===== config.mk =====
export PLATFORM = sky130hd
export DESIGN_NAME = jadc_div
export DESIGN_NICKNAME = d
export VERILOG_FILES = /design/src/rtl/core/jadc_pkg.sv /design/src/rtl/core/jadc_div.sv
export SDC_FILE = /design/constraint.sdc
export NUM_CORES = 1
export LEC_CHECK = 0
export ABC_CLOCK_PERIOD_IN_PS = 4100
export BUFFER_PORTS_ARGS = -buffer_cell sky130_fd_sc_hd__buf_2
export CAP_MARGIN = 5
export CORE_AREA = 5 5 254 305
export CTS_CLUSTER_DIAMETER = 200
export DETAILED_ROUTE_END_ITERATION = 7
export DIE_AREA = 0 0 259 310
export GPL_TIMING_DRIVEN = 0
export PLACE_DENSITY = 0.71
export SLEW_MARGIN = 20
export SYNTH_ARGS = -nofsm -noshare
export SYNTH_HDL_FRONTEND = slang
export SYNTH_SLANG_ARGS = --single-unit

===== constraint.sdc =====
create_clock -name i_clk -period 4.1 [get_ports i_clk]
set_input_delay 0.82 -clock i_clk [delete_from_list [all_inputs] [get_ports i_clk]]
set_output_delay 0.82 -clock i_clk [all_outputs]
set_load 0.02 [all_outputs]

===== src/rtl/core/jadc_pkg.sv =====
// ----------------------------------------------------------------------------
// jadc_pkg
// shared types and constants of the joystick axis dead zone and curve unit
// ----------------------------------------------------------------------------
package jadc_pkg;

    // field and register widths
    localparam int CAL_W     = 17;
    localparam int PCT_W     = 7;
    localparam int SENS_W    = 4;
    localparam int POS_W     = 18;
    localparam int CFG_IDX_W = 3;

    // configuration register indexes
    localparam logic [CFG_IDX_W-1:0] CFG_CAL_MIN    = 3'd0;
    localparam logic [CFG_IDX_W-1:0] CFG_CAL_CENTER = 3'd1;
    localparam logic [CFG_IDX_W-1:0] CFG_CAL_MAX    = 3'd2;
    localparam logic [CFG_IDX_W-1:0] CFG_DZ_PCT     = 3'd3;
    localparam logic [CFG_IDX_W-1:0] CFG_SENS       = 3'd4;

    // register values after reset
    localparam logic [CAL_W-1:0]  RST_CAL_MIN    = 17'd0;
    localparam logic [CAL_W-1:0]  RST_CAL_CENTER = 17'd32768;
    localparam logic [CAL_W-1:0]  RST_CAL_MAX    = 17'd65536;
    localparam logic [PCT_W-1:0]  RST_DZ_PCT     = 7'd10;
    localparam logic [SENS_W-1:0] RST_SENS       = 4'd9;

    // smallest usable half span of the calibration
    localparam int MIN_HALF_SPAN = 5;

    // operand and quotient widths of the divider, q16 fraction
    localparam int OP_W      = 17;
    localparam int Q_W       = 17;
    localparam int FRAC_BITS = 16;

    // dead zone: span * percent / 100 by reciprocal multiply
    localparam int              PROD_W       = CAL_W + PCT_W;
    localparam int              DIV100_M_W   = 25;
    localparam logic [24:0]     DIV100_MUL   = 25'd21474837;
    localparam int              DIV100_SHIFT = 31;
    localparam int              DZ_W         = 18;

    // curve: four multiply-by-p steps give p^5
    localparam int              MUL_STAGES   = 4;
    localparam logic [SENS_W-1:0] SENS_MAX   = 4'd9;
    localparam int              SUM_W        = 20;
    localparam int              DIV9_M_W     = 21;
    localparam logic [20:0]     DIV9_MUL     = 21'd1864136;
    localparam int              DIV9_SHIFT   = 24;

    typedef struct packed {
        logic [CAL_W-1:0] raw_sample;
        logic             mode;
    } t_in;

    typedef struct packed {
        logic signed [POS_W-1:0] position;
        logic                    uncalibrated;
    } t_out;

    // per-item flags that travel beside the arithmetic
    typedef struct packed {
        logic throttle;
        logic bad;
        logic zero;
        logic neg;
    } t_side;

endpackage


===== src/rtl/core/jadc_div.sv =====
// ----------------------------------------------------------------------------
// jadc_div
// pipelined restoring divider, one quotient bit per stage: num * 2^16 / den
// ----------------------------------------------------------------------------
module jadc_div (
    input  logic                        i_clk,
    input  logic                        i_rst_n,
    input  logic                        i_en,
    input  logic                        i_vld,
    input  logic [jadc_pkg::OP_W-1:0]   i_num,
    input  logic [jadc_pkg::OP_W-1:0]   i_den,
    input  jadc_pkg::t_side             i_side,
    output logic                        o_vld,
    output logic [jadc_pkg::Q_W-1:0]    o_quo,
    output jadc_pkg::t_side             o_side
);

    localparam int OP_W = jadc_pkg::OP_W;
    localparam int Q_W  = jadc_pkg::Q_W;

    logic                  r_vld  [Q_W];
    logic [Q_W-1:0]        r_quo  [Q_W];
    jadc_pkg::t_side       r_side [Q_W];
    logic [OP_W-1:0]       r_rem  [Q_W-1];
    logic [OP_W-1:0]       r_den  [Q_W-1];

    for (genvar k = 0; k < Q_W; k++) begin : g_step
        logic [OP_W:0]   w_trial;
        logic [OP_W:0]   w_diff;
        logic [OP_W-1:0] w_den;
        logic [Q_W-1:0]  w_quo;
        jadc_pkg::t_side w_side;
        logic            w_vld;
        logic            w_ge;

        if (k == 0) begin : g_head
            // top quotient bit: num itself against den
            assign w_trial = {1'b0, i_num};
            assign w_den   = i_den;
            assign w_quo   = '0;
            assign w_side  = i_side;
            assign w_vld   = i_vld;
        end else begin : g_body
            assign w_trial = {r_rem[k-1], 1'b0};
            assign w_den   = r_den[k-1];
            assign w_quo   = r_quo[k-1];
            assign w_side  = r_side[k-1];
            assign w_vld   = r_vld[k-1];
        end

        assign w_diff = w_trial - {1'b0, w_den};
        assign w_ge   = (w_trial >= {1'b0, w_den});

        always_ff @(posedge i_clk) begin
            if (!i_rst_n) begin
                r_vld[k] <= 1'b0;
            end else if (i_en) begin
                r_vld[k] <= w_vld;
            end
        end

        always_ff @(posedge i_clk) begin
            if (i_en) begin
                r_quo[k]  <= {w_quo[Q_W-2:0], w_ge};
                r_side[k] <= w_side;
            end
        end

        if (k < Q_W - 1) begin : g_keep
            always_ff @(posedge i_clk) begin
                if (i_en) begin
                    r_rem[k] <= w_ge ? w_diff[OP_W-1:0] : w_trial[OP_W-1:0];
                    r_den[k] <= w_den;
                end
            end
        end
    end

    assign o_vld  = r_vld[Q_W-1];
    assign o_quo  = r_quo[Q_W-1];
    assign o_side = r_side[Q_W-1];

endmodule


Yosys cells after proc, flatten, opt, wreduce, memory -nomap -nowiden
Memory sizes are Yosys's and may differ from the RTL's.
Index checks and enable logic that the tools add are counted.
{ "word_totals": {"ff_bits": 0, "mem_bits_rw": 918, "input_bits": 42, "out_inout_bits": 22, "word_cells": 93, "n_memories": 5} }
{ "op_classes": {"add_sub_neg": 16, "order_cmp": 17, "n_mux": 38, "n_bitwise": 17} }
{ "memory_table": {"columns": ["memory", "words", "width", "rd", "rd_ports_with_merged_regs", "write_ports", "line_no", "text"], "rows": [
  ["r_quo", 17, 17, 17, 0, 17, "jadc_div.sv:22", "logic [Q_W-1:0] r_quo [Q_W];"],
  ["r_den", 16, 17, 16, 0, 16, "jadc_div.sv:25", "logic [OP_W-1:0] r_den [Q_W-1];"],
  ["r_rem", 16, 17, 16, 0, 16, "jadc_div.sv:24", "logic [OP_W-1:0] r_rem [Q_W-1];"],
  ["r_side", 17, 4, 17, 0, 17, "jadc_div.sv:23", "jadc_pkg::t_side r_side [Q_W];"],
  ["r_vld", 17, 1, 17, 0, 17, "jadc_div.sv:21", "logic r_vld [Q_W];"]
]} }
{ "op_table": {"columns": ["op", "count"], "rows": [
  ["$ge A18 B17 Y1", 16],
  ["$mux W17", 16],
  ["$sub A17 B17 Y17", 16],
  ["$mux W1", 22],
  ["$ge A17 B17 Y1", 1],
  ["$or A1 B1 Y1", 17]
]} }

Depth between registers and ports, before layout
Gate-level depths: netlist (run 1).
{ "depth": {"depth_word": 4, "mapped_depth": 12, "mapped_depth_nobuf": 11} }

Least setup slack after synthesis (run 1)
Ideal clock, no wire load.
{ "synth_timing": {"path_kind": "in2reg", "start": "in i_den[8] in the netlist's numbering", "end": "mem r_rem[0][10], data pin", "setup_time_ps": 260, "t_arrival_ps": 3094, "required_time_ps": 3840, "path_slack_ps": 746, "cell_stages": 11, "n_path_buf": 2, "path_cell_list": "inv_1 > ha_1 > clkbuf_1 > nand3_1 > a211oi_1 > a2111oi_2 > a21oi_1 > nor2_1 > o31ai_4 > buf_4 > mux2_2"} }
{ "synth_rtl": {"columns": ["element", "line_no", "text"], "rows": [
  ["start, declared", "jadc_div.sv:11", "input logic [jadc_pkg::OP_W-1:0] i_den,"],
  ["end, declared", "jadc_div.sv:24", null]
]} }

==> results.cfg, run 1 <==
[place]
hpwl_mm = 61.2
gpl.final_weighted_congestion = 0.994
port_buffers = 63

[global_routing]
largest_net_degree_at_the_start_of_global_routing = 109
grt_pass1_wl_mm = 127
antenna_found_initial = 0
grt_overflow_total = 0
grt_util_all_layers = 0.198
number_of_global_route_vias_before_repair = 26724

[drt]
drc = 0
post_drt_via_cell_ratio = 5.72
first_iter_violations = 1295
drt_first_pass_iters = 5
vias = 25350
drtAntennaViolNets = 0
routedWlPerCell_um = 18.5
route.final.wire_length_mm = 81.9

[die]
die_x_um = 259
overall_die_height_um = 310
initial_utilization = 0.541
io_pins = 64
placement_rows = 110
die-area_um2 = 80300
core_area_um2 = 74500

[timing]
setup_viol = 0
finClkSkew_ps = 27.4
max_slew_margin = 0.106
maxClockFrequency_mhz = 253
slew_viol_final = 0
rsz0062_at_grt = false
finalCritPeriodShare = 0.965
min_period_ps = 3960
tightest_slew_ps = 1320
finalHoldViolCount = 0
finalSetupTns_ps = 0

[worst_setup_path]
worst-endpoint-arrival_ps = 4340
critPathKind = flip-flop to flip-flop
critPathLaunchType = flip-flop
worstPathCellList = fa_1 > nand2b_1 > a21oi_2 > a221oi_1 > or2_2 > a31oi_4 > o221ai_2 > a21oi_2 > buf_6 > mux2_2
crit_fanout = 10
crit_slowest_cell = a21oi_2
reg2reg_slack_ps = 140
cp_common_cell = a21oi_2
cpLargestDelayFamily = compound AO/OA/AOI/OAI gates
timing.critical_path.slowest_cell_delay_ps = 640
crit_buf_inv = 1
end_kind = flip-flop
critPathRequiredTime_ps = 4480

[power_and_ir_drop]
leakagePower_nw = 17.9
power.density_cell_area_nw_per_um2 = 754
peakVddDrop_mv = 0.380

[clock_tree]
clkSinkCount = 782
numCtsBuffers = 81
cts-root-buf = clkbuf_16
ctsHtreeMaxLevel = 3
cts_tree = yes
worst_skew_pair.late_latency_ps = 640
ctsLongestPathBuffers = 3
post_cts.repair.setup_buffers = 0
clk_pin_slew_ps = 60

[synthesis]
synth.net_count = 3553
mappedNetlistArea_um2 = 40300
synthArstFlopShare = 0
synth_seq_cells = 782
mapped_avg_cell_area_um2 = 12.6
synth_warnings = 0
syn-instance-count = 3207
yosys.cell_types.count = 83
ys.flop_type = edfxtp_1
synth-edff-count = 781
synth-seq-area-share = 0.582

[finish]
utilization = 0.601
num-fill-cells = 5728
seq_area_um2 = 23500
layout.nets = 3707
layout-drive-gt1-share = 0.114
n_antenna_cell = 0
flow.area_growth_from_synthesis_pct = 11.1
multi_input_comb_area_um2 = 15300

[run]
timing.max_cap.violations = 0

[worst_hold_path]
min_path_type = input pin to flip-flop

[run_status]
outcome = finished, final reports clean
==> placed cells by master, fill, tap and decap left out, types with 20 or more instances in the layout <==
master and count:
a21o_1 72, a21oi_1 203, a31oi_1 25, and3_1 28, buf_2 70, clkbuf_1 48
clkbuf_16 87, edfxtp_1 781, ha_1 288, inv_1 357, mux2_2 142, nand2_1 178
nand2b_1 52, nand3_1 39, nand4_1 36, nor2_1 150, nor2b_1 40, nor3_1 34
o21a_1 55, o21ai_0 204, o31a_1 20, xnor2_1 131, xor2_1 78
==> worst paths after layout <==
check | start | to | depth (start not counted)
max | r_den[14][0] | r_rem[1][134] | 10
min | i_den[7] | r_den[0][7] | 1
max reg2reg | r_den[14][0] | r_rem[1][134] | 10
min reg2reg | r_quo[0][204] | r_quo[0][222] | 0
==> final cells by class <==
| cell class | count | share of cell area |
|---|---|---|
| Buffer | 45 | 0.00483 |
| Clock buffer | 109 | 0.0514 |
| Clock inverter | 40 | 0.00699 |
| Inverter | 357 | 0.0299 |
| Multi-Input combinational cell | 2023 | 0.342 |
| Sequential cell | 782 | 0.524 |
| Tap cell | 1008 | 0.0282 |
| Timing Repair Buffer | 71 | 0.0122 |
==> registers in the layout, indices dropped and copies added, names as in the netlist <==
signal and count:
r_side 68, r_quo 153, r_vld 17, r_den 272
r_rem 272
==> logic make-up (layout without fill, tap and decap cells) <==
group           after synthesis  in the layout  share of synthesized area
flops                       782            782                      0.582
mux                         164            164                     0.0460
simple gates                610            610                     0.0734
xor+xnor                    209            209                     0.0454
compound gates              736            736                      0.117
fa+ha+maj                   304            304                     0.0973
buf+inv                     402            622                     0.0385
==> layer usage <==
layer  up-vias  wire length (µm)  track usage
met5         -                 0            0
met3       292              2370       0.0256
li1      12128                 -            -
met4         0              5750        0.138
met2       579             49500        0.430
met1     12351             24400        0.154
==> report_power, final <==
group	internal, mW	total (mW)	switching (mW)
Combinational	6.13	14.2	8.05
Sequential	11.5	12.3	0.850
Clock	4.24	7.26	3.02
Total	21.9	33.8	11.9
==> per-stage QoR <==
step	power (mW)	hold slack [ps]	std cells	instance area, µm²	worst slack [ps]
final	33.8	371	4435	44800	143
after global placement	26.0	400	4278	41900	-9780
after CTS	33.9	325	4435	44800	78.8
after floorplan	22.7	400	3207	40300	746
after detailed placement	26.5	405	4286	42100	-341
after global routing	35.7	350	4435	44800	15.2
==> synth_stat cells, types with 6 or more instances <==
cell type / count / area share
mux2_2: 142 / 0.040
o21bai_1: 14 / 0.0026
a31oi_1: 26 / 0.0040
o21ai_0: 206 / 0.026
nor3_1: 34 / 0.0042
nor2b_1: 40 / 0.0062
inv_1: 357 / 0.033
and4_1: 7 / 0.0015
o41ai_1: 14 / 0.0030
xor2_1: 78 / 0.017
nand3_1: 39 / 0.0048
or2_2: 9 / 0.0014
a21boi_0: 6 / 0.0011
o211ai_1: 9 / 0.0017
ha_1: 288 / 0.089
a211oi_1: 14 / 0.0026
and2_1: 10 / 0.0016
nor2_1: 150 / 0.014
edfxtp_1: 781 / 0.58
o21a_1: 55 / 0.010
buf_2: 9 / 0.0011
fa_1: 16 / 0.0079
or3_1: 6 / 0.00093
nand4_1: 36 / 0.0056
a21oi_1: 203 / 0.025
a2111oi_0: 8 / 0.0017
clkbuf_1: 30 / 0.0028
o31ai_1: 19 / 0.0035
a21o_1: 72 / 0.013
o31a_1: 20 / 0.0043
nand2_1: 178 / 0.017
mux2_4: 7 / 0.0026
and3_1: 28 / 0.0043
a311oi_1: 6 / 0.0013
xnor2_1: 131 / 0.028
mux2i_1: 15 / 0.0037
nand2b_1: 52 / 0.0081
==> worst reg2reg max path, stage by stage, from the launching register on <==
cell and delay (ps):
edfxtp_1 460, fa_1 470, nand2b_1 200, a21oi_2 260, a221oi_1 250, or2_2 400, a31oi_4 260, o221ai_2 140
a21oi_2 640, buf_6 280, mux2_2 370
==> timing repair <==
item	CTS	global route
endpoints found under the setup margin	28	16
resized for setup	3	2
hold buffers	0	0
cloned	0	0
Power figures use the tool's default switching activity.
==> inputs of run 2 (changes only) <==
Settings changed: CTS_BUF_LIST set to sky130_fd_sc_hd__clkbuf_2 sky130_fd_sc_hd__clkbuf_4 sky130_fd_sc_hd__clkbuf_8.
==> run 2 against run 1 <==
Effect of this change: final area down 0.35%; first-iteration DRC count is 4.8% higher; clock-buffer cell count up 73; cell count up 1.8%; critical endpoint unchanged.
==> results.cfg, run 2 (synthesis results as in run 1) <==
[timing]
slew_viol_final = 0
setup_viol = 0
rsz0062_at_grt = false
finalHoldViolCount = 0
min_period_ps = 3950
finClkSkew_ps = 26.0
max_slew_margin = 0.154
finalCritPeriodShare = 0.963
maxClockFrequency_mhz = 253
tightest_slew_ps = 1250

[clock_tree]
worst_skew_pair.late_latency_ps = 780
ctsHtreeMaxLevel = 4
cts_tree = yes
numCtsBuffers = 130
cts_hold_buffers = 0
ctsLongestPathBuffers = 3
cts-root-buf = clkbuf_8
clkSinkCount = 782
post_cts.repair.setup_buffers = 0
clk_pin_slew_ps = 60

[place]
gpl.final_weighted_congestion = 0.994
place.detailed.instances = 4286
port_buffers = 63
hpwl_mm = 61.2

[power_and_ir_drop]
leakagePower_nw = 17.9
peakVddDrop_mv = 0.382
p_total_mw = 33.1
power.density_cell_area_nw_per_um2 = 741

[finish]
final-instance-count-excl-fill = 4514
num-fill-cells = 5813
layout.nets = 3756
biggestRegsByFlops = r_den: 272 flops, r_rem: 272 flops, r_quo: 153 flops
layout_common_cells = 781 x edfxtp_1, 357 x inv_1, 288 x ha_1, 204 x o21ai_0, 203 x a21oi_1
layout-drive-gt1-share = 0.136
flow.area_growth_from_synthesis_pct = 10.7
final_common_cell = edfxtp_1

[die]
initial_utilization = 0.541
overall_die_height_um = 310
die-area_um2 = 80300
core_area_um2 = 74500
placement_rows = 110
io_pins = 64
die_x_um = 259

[worst_setup_path]
end_kind = flip-flop
critPathLaunchType = flip-flop
critPathKind = flip-flop to flip-flop
worst-endpoint-arrival_ps = 4470
crit_fanout = 10
critPathRequiredTime_ps = 4620
worst-r2r-cell-count = 10

[global_routing]
antenna_found_initial = 1
number_of_global_route_vias_before_repair = 27025
grt_pass1_wl_mm = 128
grt_overflow_total = 0
gr-usage-met2 = 0.428
global_route_track_usage_on_met3 = 0.0377
grt_use_met1 = 0.153
grt_util_all_layers = 0.201
grt-busiest-layer = met2
largest_net_degree_at_the_start_of_global_routing = 109

[run_status]
outcome = finished, final reports clean

[worst_hold_path]
min_path_type = input pin to flip-flop
min_path_cells = 1

[drt]
route.final.wire_length_mm = 82.2
drtAntennaViolNets = 0
vias = 25439
first_iter_violations = 1357
post_drt_via_cell_ratio = 5.64
drt_first_pass_iters = 7
drc = 0
routedWlPerCell_um = 18.2

[run]
timing.max_cap.violations = 0
run 2: cell count changes in the layout (fill, tap and decap cells not counted), moves of 3 or more:
cell,change
clkbuf_16,-87
clkbuf_4,+49
clkinv_2,-9
clkbuf_8,+129
clkinvlp_4,+7
clkinv_1,+8
bufinv_16,-4
inv_6,+3
clkbuf_1,-18
run 2: final timing paths:
| path | start | to | slack, ps |
|---|---|---|---|
| worst max-delay path | r_den[14][0] | r_rem[1][134] | 150 |
| worst min-delay path | i_side[2] | r_side[0][2] | 220 |
| worst max register to register | r_den[14][0] | r_rem[1][134] | 150 |
| worst min register to register | r_quo[0][36] | r_quo[0][54] | 410 |
run 2: what timing repair did:
| action | 4_1_cts | 5_1_grt |
|---|---|---|
| endpoints found under the setup margin | 30 | 16 |
| gates resized for setup | 3 | 2 |
| cloned | 0 | 0 |
| pin swaps | 0 | 0 |
run 2: per-stage QoR:
stage                      util  hold WS [ps]  worst slack, ps  TNS [ps]  instance area [µm²]
final                     0.599           221              152         0                44600
after detailed placement  0.566           405             -341     -4710                42100
after global placement    0.563           400            -9780  -7517560                41900
after floorplan               -           400              746         0                40300
after global routing      0.599           147             6.08         0                44600
after CTS                 0.599           125             62.0         0                44600
run 2: layout make-up:
class,count,area [µm²],area share
Inverter,357,1340,0.0300
Buffer,45,216,0.00485
Timing Repair Buffer,71,546,0.0122
Tap cell,1008,1260,0.0283
Multi-Input combinational cell,2023,15300,0.343
Antenna cell,1,2.50,0.0000561
Sequential cell,782,23500,0.526
Clock buffer,182,2200,0.0493
Clock inverter,45,256,0.00575
run 2: critical path: stages, from the launching register on:
cell and delay, ps:
edfxtp_1 460, fa_1 470, nand2b_1 190, a21oi_2 260
a221oi_1 240, or2_2 390, a31oi_4 250, o221ai_2 140
a21oi_2 640, buf_6 280, mux2_2 360
run 2: power by group:
group / leakage (nW) / switching [mW] / internal, mW / total (mW)
Sequential: 7.67 / 0.850 / 11.5 / 12.3
Clock: 1.29 / 3.05 / 3.52 / 6.57
Combinational: 8.91 / 8.02 / 6.13 / 14.2
run 2: per-layer routing:
layer,wire length [µm],part of all wire
met4,5960,0.072
met2,49300,0.60
met1,24300,0.30
met5,0,0
met3,2650,0.032
